[src/rtl/core/cpc_queue.sv]
// Two-entry queue between the front and back parts.
// Standalone; payload is an opaque vector.
`default_nettype none
module cpc_queue #(
  parameter int WIDTH = 8
) (
  input  wire logic             clk_i,
  input  wire logic             rst_ni,
  input  wire logic             wr_valid_i,
  output      logic             wr_ready_o,
  input  wire logic [WIDTH-1:0] wr_data_i,
  output      logic             rd_valid_o,
  input  wire logic             rd_ready_i,
  output      logic [WIDTH-1:0] rd_data_o
);

  logic [WIDTH-1:0] mem_q [2];
  logic             wp_q, rp_q;
  logic [1:0]       cnt_q;
  logic             push, pop;

  assign wr_ready_o = (cnt_q != 2'd2);
  assign rd_valid_o = (cnt_q != 2'd0);
  assign rd_data_o  = mem_q[rp_q];
  assign push       = wr_valid_i && wr_ready_o;
  assign pop        = rd_valid_o && rd_ready_i;

  always_ff @(posedge clk_i or negedge rst_ni) begin
    if (!rst_ni) begin
      wp_q  <= 1'b0;
      rp_q  <= 1'b0;
      cnt_q <= 2'd0;
    end else begin
      if (push) wp_q <= ~wp_q;
      if (pop) rp_q <= ~rp_q;
      cnt_q <= cnt_q + {1'b0, push} - {1'b0, pop};
    end
  end

  always_ff @(posedge clk_i) begin
    if (push) mem_q[wp_q] <= wr_data_i;
  end

endmodule
`default_nettype wire

[config.mk]
export PLATFORM = sky130hd
export DESIGN_NAME = cpc_queue
export DESIGN_NICKNAME = d
export VERILOG_FILES = /design/src/rtl/core/cpc_queue.sv
export SDC_FILE = /design/constraint.sdc
export NUM_CORES = 1
export LEC_CHECK = 0
export ABC_AREA = 1
export BUFFER_PORTS_ARGS = -buffer_cell sky130_fd_sc_hd__buf_2
export CORE_MARGIN = 1.5
export CORE_UTILIZATION = 49
export DETAILED_ROUTE_END_ITERATION = 8
export GPL_TIMING_DRIVEN = 0
export MAX_ROUTING_LAYER = met4
export PLACE_DENSITY = 0.79
export REMOVE_ABC_BUFFERS = 1
export SLEW_MARGIN = 10
export SYNTH_ARGS = -nofsm -noshare
export SYNTH_HDL_FRONTEND = slang
export SYNTH_SLANG_ARGS = --single-unit
[constraint.sdc]
create_clock -name clk_i -period 1.76 [get_ports clk_i]
set_input_delay 0.352 -clock clk_i [delete_from_list [all_inputs] [get_ports clk_i]]
set_output_delay 0.352 -clock clk_i [all_outputs]
set_load 0.03 [all_outputs]
==> impl_metrics.py, run 1 <==
metrics = {
    "setup_path": {
        "worst-path-buf-inv": 2,
        "slowest_delay_ps": 530,
        "cp-endpoint": "rd_data_o[3]",
        "startpoint_type": "flop",
        "cp.depth": 4,
        "rr_startpoint": "cnt_q[1]$_DFF_PN0_",
        "cp.required_ps": 1410,
        "path_cells": "inv_4 -> nand2_1 -> nand2_1 -> buf_2",
        "crit_top_cell": "nand2_1",
        "end_kind": "output port",
        "reg2reg_to": "mem_q[1][4]$_DFFE_PP_",
        "worstSetupStartpoint": "rp_q$_DFFE_PN0P_",
        "arrival_ps": 1300,
        "r2r_setup_slack_ps": 270,
        "critPathSlowestCell": "dfrtp_1",
        "r2r_cells": 3,
        "cp_max_fo": 10,
        "critPathTopFamily": "flip-flops",
        "crit_type": "reg -> out",
    },
    "power": {
        "p_leak_nw": 0.491,
        "total_power_mw": 1.85,
        "power_density_nw_per_um2": 1840,
        "ir_drop_uv": 1380,
    },
    "synthesis": {
        "synth_area_per_cell_um2": 11.3,
        "synth_edf_count": 16,
        "synthesis.area_um2": 828,
        "ys_top_cells_by_count": "nand2_1, edfxtp_1, inv_1, dfrtp_1, nand2_2",
        "synth_top_cell_by_area": "edfxtp_1",
        "synth-main-ff-cell": "edfxtp_1",
        "synth-async-reset-ratio": 0.200,
        "yosys_warnings": 0,
        "synth-seq-cells": 20,
        "syn_inst": 73,
        "yosysUniqueCellTypes": 12,
        "synth_top_cell_area_share": 0.580,
        "ys_seq_area_frac": 0.701,
        "synthTopCellsByArea": "edfxtp_1, nand2_1, dfrtp_1",
        "synth_most_common_cell": "nand2_1",
    },
    "drt": {
        "drt_iter0_drc": 10,
        "wl_per_cell_um": 10.9,
        "vias": 552,
        "dr.pass1.iters": 4,
        "avgViaCountPerCell": 4.84,
        "ant_nets": 0,
        "wl_um": 1240,
        "post-route-drc-count": 0,
    },
    "floorplanning": {
        "core_um2": 1540,
        "ios": 22,
        "die_h_um": 44.1,
        "dieArea_um2": 1950,
        "dieWidth_um": 44.1,
        "start_util": 0.537,
        "num_rows": 14,
    },
    "clock_network": {
        "post-cts-setup-buffers": 0,
        "cts_tree": "done",
        "clk_pin_slew_worst_paths_ps": 110,
        "cts_buffer_depth": 2,
        "clock-sinks": 20,
        "cts.htree.levels": 1,
        "cts-root-buf": "clkbuf_4",
        "cts-resized-gates": 0,
        "clock_latency_ps": 290,
        "numCtsBuffers": 3,
    },
    "grt": {
        "grt_use_total": 0.156,
        "antenna_found_initial": 0,
        "grt_max_degree": 13,
        "first_global_vias": 493,
        "grt_pass1_wl_um": 2030,
        "grt_remaining_overflow": 0,
    },
    "layout": {
        "fin_util": 0.652,
        "syn2layout_area_growth_pct": 21.3,
        "nets": 113,
        "drive_gt1_frac": 0.327,
        "antenna_cells": 0,
    },
    "timing": {
        "finalClockSkew_ps": 6.39,
        "grt_setup_unrepaired": "false",
        "setup_viol": 0,
        "fmax_mhz": 607,
        "tightest_slew_ps": 672,
        "hold_viol": 0,
        "whs_ps": 245,
        "fin_crit_ps": 1650,
        "setup-tns-final_ps": 0,
        "slew_viol_final": 0,
        "maxSlewHeadroom": 0.550,
        "post-route-period-util": 0.937,
    },
    "worst_hold_path": {
        "hp-class": "in -> reg",
    },
    "status": {
        "status": "finished clean",
    },
    "place": {
        "io_buffers": 21,
        "gp_congestion": 0.768,
    },
    "flow_run": {
        "drv_cap": 0,
    },
}
## final cells by class
class / instances / area [µm²]
clock buffer: 3 / 22.5
clock inverter: 1 / 30.0
fill: 118 / 537
inverter: 9 / 36.3
multi-input combinational: 43 / 200
sequential: 20 / 581
tap: 16 / 20.0
timing repair buffer: 22 / 115
## flip-flops by register name (all words and copies together), names as in the netlist
signal,flops
wp_q,1
cnt_q,2
mem_q,16
rp_q,1
## stage by stage
step           std cells  area, µm²  setup slack (ps)
2_1_floorplan         72        817               336
3_3_place_gp         109        942               276
3_5_place_dp         109        942               254
4_1_cts              114       1000               102
5_1_grt              114       1000              44.2
6_report             114       1000               112
## kinds of logic (layout without fill, tap and decap cells)
kind of cell	count (synthesis)	count (layout)	share of synthesized area
fa+ha+maj	2	2	0.0302
buf+inv	10	35	0.0574
flops	20	20	0.701
simple gates	41	41	0.211
## power breakdown
group	internal, mW	switching (mW)	total, mW	leakage (nW)
registers	0.657	0.0838	0.741	0.197
logic	0.213	0.540	0.753	0.266
clock network	0.230	0.125	0.354	0.0279
total	1.10	0.748	1.85	0.491
## placed cells by master, fill, tap and decap left out
master,count
nand2_1,32
nand3_1,3
nand2_4,1
ha_1,2
nand2_2,4
nor2_1,1
dfrtp_1,4
dlygate4sd3_1,1
inv_4,1
clkbuf_4,3
inv_1,7
bufinv_16,1
edfxtp_1,16
inv_2,1
buf_2,21
## worst min path at each step
stage / start / to / slack, ps / depth (start not counted)
3_5_place_dp: rst_ni / wp_q$_DFFE_PN0N_ / 160 / 1
2_1_floorplan: rst_ni / cnt_q[0]$_DFF_PN0_ / 60 / 0
6_report: wr_data_i[5] / mem_q[0][5]$_DFFE_PP_ / 240 / 1
5_1_grt: wr_data_i[3] / mem_q[0][3]$_DFFE_PP_ / 220 / 1
3_3_place_gp: rst_ni / wp_q$_DFFE_PN0N_ / 160 / 1
4_1_cts: wr_data_i[5] / mem_q[0][5]$_DFFE_PP_ / 240 / 1
## repair_timing
| action | CTS | global route |
|---|---|---|
| endpoints found under the hold margin | 4 | 0 |
| hold buffers | 1 | 0 |
| endpoints found under the setup margin | 0 | 0 |
## routing by layer
metal / vias to the layer above / GRT usage / routed length [µm]
met4: 0 / 0.0545 / 13
met5: - / - / 0
met1: 253 / 0.169 / 493
met3: 2 / 0.0367 / 48
li1: 285 / - / -
met2: 12 / 0.276 / 688
Note: power is estimated with default switching activity, not from simulation.
==> run 2: changes to the inputs <==
Settings changed: CAP_MARGIN set to 10, CORE_UTILIZATION 49 to 45, PLACE_DENSITY 0.79 to 0.74.
==> run 2 against run 1 <==
Against the previous run: combinational power rose by 1%; final cell count rose by 7.9%; sequential share of layout area decreased by 0.59 points; worst setup slack better by 64 ps; utilization shrank 6.3 points; maximum frequency rose by 4.0%; clock power increased by 3%; first-iteration DRC count shrank 10%.
==> impl_metrics.py, run 2 (synthesis results as in run 1) <==
metrics = {
    "layout": {
        "final_area_um2": 1020,
        "regMostFlops": "mem_q",
        "final_cell_mix": "nand2_1, buf_2, edfxtp_1",
        "nFillCells": 164,
        "syn2layout_area_growth_pct": 22.8,
        "drive_gt1_frac": 0.337,
        "largestRegisters": "mem_q: 16 flops, cnt_q: 2 flops",
        "seq_area_um2": 582,
        "fin_util": 0.589,
        "largest_reg_flops": 16,
        "nets": 113,
        "antenna_cells": 0,
        "final_common_cell": "nand2_1",
        "multi_input_area_um2": 200,
    },
    "floorplanning": {
        "core_um2": 1730,
        "num_rows": 15,
        "dieWidth_um": 45.9,
        "start_util": 0.480,
        "die_h_um": 45.9,
        "dieArea_um2": 2110,
        "ios": 22,
    },
    "power": {
        "ir_drop_uv": 915,
        "p_int_mw": 1.11,
        "power_density_nw_per_um2": 1840,
        "pwr-share-seq": 0.396,
        "total_power_mw": 1.87,
        "swShare": 0.408,
        "p_switching_mw": 0.762,
        "p_leak_nw": 0.490,
        "power_frac_comb": 0.408,
        "p_clk_frac": 0.195,
    },
    "setup_path": {
        "end_kind": "output port",
        "arrival_ps": 1230,
        "worstSetupStartpoint": "rp_q$_DFFE_PN0P_",
        "crit_type": "reg -> out",
        "rr_startpoint": "cnt_q[1]$_DFF_PN0_",
        "cp.required_ps": 1410,
        "cp_max_fo": 10,
        "startpoint_type": "flop",
    },
    "timing": {
        "post-route-period-util": 0.900,
        "setup-tns-final_ps": 0,
        "hold_viol": 0,
        "maxSlewHeadroom": 0.537,
        "grt_setup_unrepaired": "false",
        "whs_ps": 238,
        "finalClockSkew_ps": 1.36,
        "fin_crit_ps": 1580,
        "fmax_mhz": 631,
        "setup_viol": 0,
        "tightest_slew_ps": 692,
        "slew_viol_final": 0,
    },
    "grt": {
        "antenna_found_initial": 0,
        "grt_use_total": 0.153,
        "grt_remaining_overflow": 0,
        "grt_pass1_wl_um": 2100,
        "grt_max_degree": 13,
        "first_global_vias": 472,
    },
    "place": {
        "placed_area_um2": 953,
        "io_buffers": 21,
        "gp_congestion": 0.720,
        "hpwlAfterDp_um": 999,
    },
    "clock_network": {
        "numCtsBuffers": 3,
        "cts_tree": "done",
        "clk_pin_slew_worst_paths_ps": 110,
        "cts-root-buf": "clkbuf_4",
        "cts.htree.levels": 1,
        "clock_latency_ps": 290,
        "clock-sinks": 20,
        "cts_buffer_depth": 2,
    },
    "flow_run": {
        "drv_cap": 0,
    },
    "worst_hold_path": {
        "hp-class": "in -> reg",
        "worstHoldStart": "wr_data_i[2]",
    },
    "drt": {
        "avgViaCountPerCell": 4.51,
        "ant_nets": 0,
        "wl_per_cell_um": 10.9,
        "wl_um": 1340,
        "post-route-drc-count": 0,
        "vias": 555,
        "drt_iter0_drc": 9,
        "dr.pass1.iters": 2,
    },
    "status": {
        "status": "finished clean",
    },
}
-- run 2: cell counts in the layout (fill, tap and decap cells not counted) --
No cell type changed its count.
-- run 2: area by class of cell --
cell class	instances	share of cell area
clock buffer	3	0.0221
clock inverter	1	0.0295
inverter	9	0.0357
multi-input combinational	43	0.197
sequential	20	0.572
tap	25	0.0308
timing repair buffer	22	0.113
-- run 2: power by group through the flow --
stage	combinational, mW	sequential [mW]	clock [mW]
2_1_floorplan	0.564	0.730	0
3_3_place_gp	0.734	0.746	0
3_5_place_dp	0.771	0.751	0
4_1_cts	0.774	0.739	0.378
5_1_grt	0.855	0.757	0.399
6_report	0.762	0.740	0.365
-- run 2: per-layer routing --
layer / part of all wire / up-vias / track usage
met2: 0.54 / 13 / 0.242
met5: 0 / - / -
li1: - / 288 / -
met3: 0.043 / 2 / 0.0357
met1: 0.41 / 252 / 0.178
met4: 0.0075 / 0 / 0.0857
-- run 2: worst max-delay path: stages, from the launching register on --
cell     delay [ps]
dfrtp_2         510
inv_4           130
nand2_1          60
nand2_1          60
buf_2           190
-- run 2: stage by stage --
stage	setup WS, ps	cells
after detailed placement	264	118
after global routing	59.2	123
after global placement	275	118
final	175	123
after floorplan	336	72
after CTS	78.6	123
-- run 2: final timing paths --
check | endpoint | slack (ps) | depth (start not counted)
max | rd_data_o[1] | 180 | 4
max reg2reg | mem_q[1][0]$_DFFE_PP_ | 260 | 3
min | mem_q[0][2]$_DFFE_PP_ | 240 | 1
min in group asynchronous | cnt_q[1]$_DFF_PN0_ | 390 | 2
min reg2reg | wp_q$_DFFE_PN0N_ | 500 | 2
max in group asynchronous | rp_q$_DFFE_PN0P_ | 1230 | 2
-- run 2: timing repair --
action                                  CTS  global route
setup buffers                             0             0
hold buffers                              1             0
endpoints found under the setup margin    0             4
gates resized for setup                   0             1
hold endpoints to repair                  4             0
