$ cat config.mk
export PLATFORM = sky130hd
export DESIGN_NAME = cpc_factor_flat
export DESIGN_NICKNAME = d
export VERILOG_FILES = /design/src/rtl/core/cpc_if.sv /design/src/rtl/core/cpc_factor.sv /design/src/flat_wrapper.sv
export SDC_FILE = /design/constraint.sdc
export NUM_CORES = 1
export LEC_CHECK = 0
export BUFFER_PORTS_ARGS = -buffer_cell sky130_fd_sc_hd__buf_2
export CAP_MARGIN = 20
export CORE_MARGIN = 2
export CORE_UTILIZATION = 45
export CTS_CLUSTER_DIAMETER = 50
export DETAILED_ROUTE_END_ITERATION = 8
export PLACE_DENSITY = 0.71
export SYNTH_ARGS = -nofsm -noshare
export SYNTH_HDL_FRONTEND = slang
export SYNTH_SLANG_ARGS = --single-unit
$ cat constraint.sdc
create_clock -name clk_i -period 16.6 [get_ports clk_i]
set_input_delay 0.83 -clock clk_i [delete_from_list [all_inputs] [get_ports clk_i]]
set_output_delay 0.83 -clock clk_i [all_outputs]
set_load 0.02 [all_outputs]
$ cat src/rtl/core/cpc_if.sv
// Valid/ready channel interfaces of the coprime pair counter.
// Depends on cpc_pkg for the result width.
`default_nettype none
interface cpc_in_if #(
  parameter int VALUE_BITS = 20
) ();
  logic                  valid;
  logic                  ready;
  logic [VALUE_BITS-1:0] value;

  modport source (output valid, output value, input ready);
  modport sink (input valid, input value, output ready);
endinterface

`default_nettype wire

$ cat src/rtl/core/cpc_factor.sv
// Front part: accepts values and finds their distinct primes by trial division.
// Uses a bit-serial restoring divider; depends on cpc_if.
`default_nettype none
module cpc_factor #(
  parameter int VALUE_BITS = 20,
  parameter int MAX_PRIMES = 7,
  localparam int NW    = $clog2(MAX_PRIMES + 1),
  localparam int JOB_W = 1 + NW + MAX_PRIMES * VALUE_BITS
) (
  input  wire logic             clk_i,
  input  wire logic             rst_ni,
  input  wire logic             en_i,
  cpc_in_if.sink                in_i,
  output      logic             job_valid_o,
  input  wire logic             job_ready_i,
  output      logic [JOB_W-1:0] job_o
);

  localparam int PW = (VALUE_BITS + 1) / 2 + 2;
  localparam int CW = $clog2(VALUE_BITS);

  localparam logic [2:0] S_IDLE = 3'd0;
  localparam logic [2:0] S_TWO  = 3'd1;
  localparam logic [2:0] S_CHK  = 3'd2;
  localparam logic [2:0] S_DIV  = 3'd3;
  localparam logic [2:0] S_DONE = 3'd4;

  logic [2:0]            st_q, st_d;
  logic [VALUE_BITS-1:0] x_q, x_d;
  logic [PW-1:0]         p_q, p_d;
  logic [NW-1:0]         n_q, n_d;
  logic [VALUE_BITS-1:0] primes_q [MAX_PRIMES];
  logic [VALUE_BITS-1:0] primes_d [MAX_PRIMES];
  logic                  found_q, found_d;
  logic                  skip_q, skip_d;
  logic [VALUE_BITS-1:0] quo_q, quo_d;
  logic [PW-1:0]         rem_q, rem_d;
  logic [CW-1:0]         cnt_q, cnt_d;

  logic [2*PW-1:0]       pp;
  logic [PW:0]           trial;
  logic                  ge;

  assign in_i.ready  = (st_q == S_IDLE) && en_i;
  assign job_valid_o = (st_q == S_DONE);

  assign pp    = p_q * p_q;
  assign trial = {rem_q, x_q[cnt_q]};
  assign ge    = (trial >= {1'b0, p_q});

  always_comb begin
    job_o = '0;
    for (int i = 0; i < MAX_PRIMES; i++) begin
      job_o[i*VALUE_BITS +: VALUE_BITS] = primes_q[i];
    end
    job_o[MAX_PRIMES*VALUE_BITS +: NW] = n_q;
    job_o[JOB_W-1]                     = skip_q;
  end

  always_comb begin
    st_d     = st_q;
    x_d      = x_q;
    p_d      = p_q;
    n_d      = n_q;
    primes_d = primes_q;
    found_d  = found_q;
    skip_d   = skip_q;
    quo_d    = quo_q;
    rem_d    = rem_q;
    cnt_d    = cnt_q;
    case (st_q)
      S_IDLE: begin
        if (in_i.valid && in_i.ready) begin
          x_d     = in_i.value;
          n_d     = '0;
          found_d = 1'b0;
          skip_d  = (in_i.value == '0);
          p_d     = PW'(3);
          if (in_i.value == '0) begin
            st_d = S_DONE;
          end else if (!in_i.value[0]) begin
            primes_d[0] = VALUE_BITS'(2);
            n_d         = NW'(1);
            st_d        = S_TWO;
          end else begin
            st_d = S_CHK;
          end
        end
      end
      S_TWO: begin
        // strip factors of two one bit a cycle
        if (!x_q[0]) begin
          x_d = x_q >> 1;
        end else begin
          st_d = S_CHK;
        end
      end
      S_CHK: begin
        if (pp > {{(2*PW-VALUE_BITS){1'b0}}, x_q}) begin
          // remaining cofactor is prime
          if (x_q != VALUE_BITS'(1) && n_q < NW'(MAX_PRIMES)) begin
            for (int i = 0; i < MAX_PRIMES; i++) begin
              if (NW'(i) == n_q) primes_d[i] = x_q;
            end
            n_d = n_q + NW'(1);
          end
          st_d = S_DONE;
        end else begin
          quo_d = '0;
          rem_d = '0;
          cnt_d = CW'(VALUE_BITS - 1);
          st_d  = S_DIV;
        end
      end
      S_DIV: begin
        rem_d = ge ? PW'(trial - {1'b0, p_q}) : trial[PW-1:0];
        quo_d = {quo_q[VALUE_BITS-2:0], ge};
        cnt_d = cnt_q - CW'(1);
        if (cnt_q == '0) begin
          if (rem_d == '0) begin
            // divisible: record once, divide out and try again
            if (!found_q && n_q < NW'(MAX_PRIMES)) begin
              for (int i = 0; i < MAX_PRIMES; i++) begin
                if (NW'(i) == n_q) primes_d[i] = {{(VALUE_BITS-PW){1'b0}}, p_q};
              end
              n_d = n_q + NW'(1);
            end
            found_d = 1'b1;
            x_d     = quo_d;
            quo_d   = '0;
            rem_d   = '0;
            cnt_d   = CW'(VALUE_BITS - 1);
          end else begin
            p_d     = p_q + PW'(2);
            found_d = 1'b0;
            st_d    = S_CHK;
          end
        end
      end
      S_DONE: begin
        if (job_ready_i) st_d = S_IDLE;
      end
      default: st_d = S_IDLE;
    endcase
  end

  always_ff @(posedge clk_i or negedge rst_ni) begin
    if (!rst_ni) begin
      st_q <= S_IDLE;
    end else begin
      st_q <= st_d;
    end
  end

  always_ff @(posedge clk_i) begin
    x_q      <= x_d;
    p_q      <= p_d;
    n_q      <= n_d;
    primes_q <= primes_d;
    found_q  <= found_d;
    skip_q   <= skip_d;
    quo_q    <= quo_d;
    rem_q    <= rem_d;
    cnt_q    <= cnt_d;
  end

endmodule
`default_nettype wire

$ cat src/flat_wrapper.sv
// flat-port wrapper written by rule: the top's interface ports become plain ports
module cpc_factor_flat 
#(
  parameter int VALUE_BITS = 20,
  parameter int MAX_PRIMES = 7,
  localparam int NW    = $clog2(MAX_PRIMES + 1),
  localparam int JOB_W = 1 + NW + MAX_PRIMES * VALUE_BITS
)
  (clk_i, rst_ni, en_i, job_valid_o, job_ready_i, job_o, in_i_valid, in_i_value, in_i_ready);
  cpc_in_if #(.VALUE_BITS(VALUE_BITS)) in_i_i ();
  input  wire logic clk_i;
  input  wire logic rst_ni;
  input  wire logic en_i;
  output      logic job_valid_o;
  input  wire logic job_ready_i;
  output      logic [JOB_W-1:0] job_o;
  input wire logic [$bits(in_i_i.valid)-1:0] in_i_valid;
  input wire logic [$bits(in_i_i.value)-1:0] in_i_value;
  output wire logic [$bits(in_i_i.ready)-1:0] in_i_ready;
  assign in_i_i.valid = in_i_valid;
  assign in_i_i.value = in_i_value;
  assign in_i_ready = in_i_i.ready;
  cpc_factor #(.VALUE_BITS(VALUE_BITS), .MAX_PRIMES(MAX_PRIMES)) u_core (.clk_i(clk_i), .rst_ni(rst_ni), .en_i(en_i), .in_i(in_i_i), .job_valid_o(job_valid_o), .job_ready_i(job_ready_i), .job_o(job_o));
endmodule
==> reports/qor.yml <==
outcome: "finished, violations left"
failed_checks: "DRC"
synth_edf_count: 212
grt_max_degree: 37
criticalPathCategory: "flip-flop to flip-flop"
crit_slowest_cell: "nor2_4"
initial_core_util_pct: 45.9
most-common-layout-cells: "212 x edfxtp_1, 179 x inv_1, 170 x buf_2, 99 x ha_1, 98 x nor2_1"
grt_pass1_vias: 9496
critPathCaptureType: "flip-flop"
antenna_cells: 0
cp_top_family: "adder cells"
fin_nets: 1551
drc: 5
viasPerCell: 5.59
wl_per_cell_um: 19.6
maxSlewViolCount: 0
num_rows: 63
path_max_fanout: 36
post_cts_resized: 0
drive_gt1_share_pct: 18.4
grt_pass1_wl_mm: 52.9
rsz0062_at_grt: "false"
worst_pin_slew_ps: 1130
cts_buffers: 23
overflow: 0
syn_area_um2: 13600
ys_seq_area_share_pct: 47.2
cp-start-kind: "flip-flop"
area_growth_pct: 14.9
clock_latency_ps: 520
fin_cells: 1751
cts_setup_buffers: 0
synth-seq-cells: 215
port_buffers: 170
tritoncts: "done"
synth_warnings: 0
clockBufferDepth: 3
die_area_um2: 31700
slew_headroom_pct: 23.8
cp.required_ps: 16720
die_y_um: 178
holdBufCountCts: 0
fmax_mhz: 109
maxCapViolCount: 0
finalHoldViolations: 0
global_route.usage.met1_pct: 30.2
gp_congestion: 0.938
finalCriticalPeriod_ps: 9150
worst_ep_arrival_time_ps: 9270
critPathBufInv: 5
num_io_pins: 171
drtIter0Drc: 928
ys_types: 72
tns_ps: 0
core_um2: 29700
final_common_cell: "edfxtp_1"
ys_async_sr_fraction_pct: 1.40
clkTransAtPathRegs_ps: 60
min_path_type: "input pin to async pin"
die-width_um: 178
dr.pass1.iters: 9
vias: 9783
synth_nets: 1389
top_usage_layer: "met2"
grtUsageTotal_pct: 21.7
path_common_cell: "fa_1"
dp_hpwl_mm: 26.1
cts_sinks: 215
grt_use_met2_pct: 36.0
setup_violations: 0
syn_inst: 1185
synth_top_flop_cell: "edfxtp_1"
skew_ps: 19.8
synth.avg_cell_area_um2: 11.5
cts-root-buf: "clkbuf_16"
slowest_delay_ps: 780
use_met3_pct: 2.92
period_share_pct: 55.1
ant_nets: 0
wirelength_mm: 34.3
cts_max_level: 1
antenna_found_initial: 0
place_inst: 1711
[cell usage after synthesis, types with 3 or more instances]
cell	count	area share, %
dfrtp_1	3	0.55
mux2i_1	17	1.2
mux2_2	4	0.33
o211a_1	7	0.51
nor3b_1	3	0.16
a21oi_1	39	1.4
nand2b_1	5	0.23
clkinv_1	5	0.14
o21a_1	10	0.55
a222oi_1	18	1.3
o31ai_1	4	0.22
nor2b_1	8	0.37
mux4_2	5	0.83
fa_1	80	12
nand3_1	12	0.44
nor4_1	15	0.69
nand4_1	8	0.37
and2_1	29	1.3
a21boi_1	4	0.22
xor2_1	8	0.51
nor3_1	26	0.95
a2111oi_0	4	0.26
ha_1	99	9.1
or2_2	6	0.28
or3_1	4	0.18
o21bai_1	6	0.33
o21ai_0	33	1.2
edfxtp_1	212	47
nor2_1	99	2.7
o211ai_1	6	0.33
xnor2_1	34	2.2
inv_1	179	4.9
clkbuf_1	40	1.1
a211oi_1	5	0.28
or4_1	5	0.28
and3_1	5	0.23
a21o_1	17	0.93
nand2_1	79	2.2
buf_2	3	0.11
[worst register-to-register path, delay by kind of cell (launching register included)]
kind,cells,cell delay (ps)
AND/OR/NAND/NOR,4,1480
buffers and inverters,5,790
AO/OA/AOI/OAI,11,2310
XOR/XNOR,1,150
adder cells (fa/ha/maj),7,3280
flip-flops,1,710
[flip-flops by register name, indices dropped and copies added (netlist names)]
| signal | flops |
|---|---|
| u_core.found_q | 1 |
| u_core.cnt_q | 5 |
| u_core.quo_q | 19 |
| u_core.x_q | 20 |
| u_core.skip_q | 1 |
| u_core.rem_q | 12 |
| u_core.n_q | 3 |
| u_core.job_o | 140 |
| u_core.st_q | 3 |
| u_core.p_q | 11 |
[layout make-up]
type / instances / area [µm²]
clock buffer: 27 / 591
timing repair buffer: 182 / 948
fill: 2542 / 14000
inverter: 186 / 698
clock inverter: 12 / 106
sequential: 215 / 6440
tap: 390 / 488
multi-input combinational: 739 / 6410
[through the flow]
step	hold WS (ps)	utilization (%)	setup WS [ps]	cell area [µm²]
floorplan	512	-	7720	13600
global placement	529	50.4	7540	15000
detailed placement	529	50.4	7470	15000
CTS	106	52.7	7420	15700
global route	104	52.8	6820	15700
finish	116	52.8	7450	15700
[kinds of logic after synthesis]
kind of cell | count (synthesis) | synth area share, %
AND/OR/NAND/NOR | 310 | 10.8
buffers and inverters | 231 | 6.41
flip-flops | 215 | 47.2
AO/OA/AOI/OAI | 182 | 9.70
adder cells (fa/ha/maj) | 179 | 20.8
XOR/XNOR | 42 | 2.70
multiplexers | 26 | 2.40
[final timing paths]
| kind | from | to | slack (ps) | cells after the start |
|---|---|---|---|---|
| worst max-delay path | u_core.p_q[10]$_SDFFCE_PP0P_ | u_core.rem_q[5]$_SDFFCE_PP0P_ | 7450 | 28 |
| worst min-delay path | rst_ni | u_core.st_q[2]$_DFFE_PN0P_ | 120 | 1 |
| worst max register to register | u_core.p_q[10]$_SDFFCE_PP0P_ | u_core.rem_q[5]$_SDFFCE_PP0P_ | 7450 | 28 |
| worst min register to register | u_core.quo_q[18]$_SDFFCE_PP0P_ | u_core.x_q[19]$_DFFE_PP_ | 540 | 1 |
| max in group asynchronous | rst_ni | u_core.st_q[1]$_DFFE_PN0P_ | 16380 | 1 |
| min in group clk_i | u_core.quo_q[18]$_SDFFCE_PP0P_ | u_core.x_q[19]$_DFFE_PP_ | 540 | 1 |
[routing by layer]
metal  up-vias  wire (µm)
met5         -          0
met4         0        786
met3        56       2750
met2       488      16600
met1      4766      14200
li1       4473          -
Power is not shown: default switching activity piles up to over one toggle a cycle in this logic, so the estimate is an artifact.
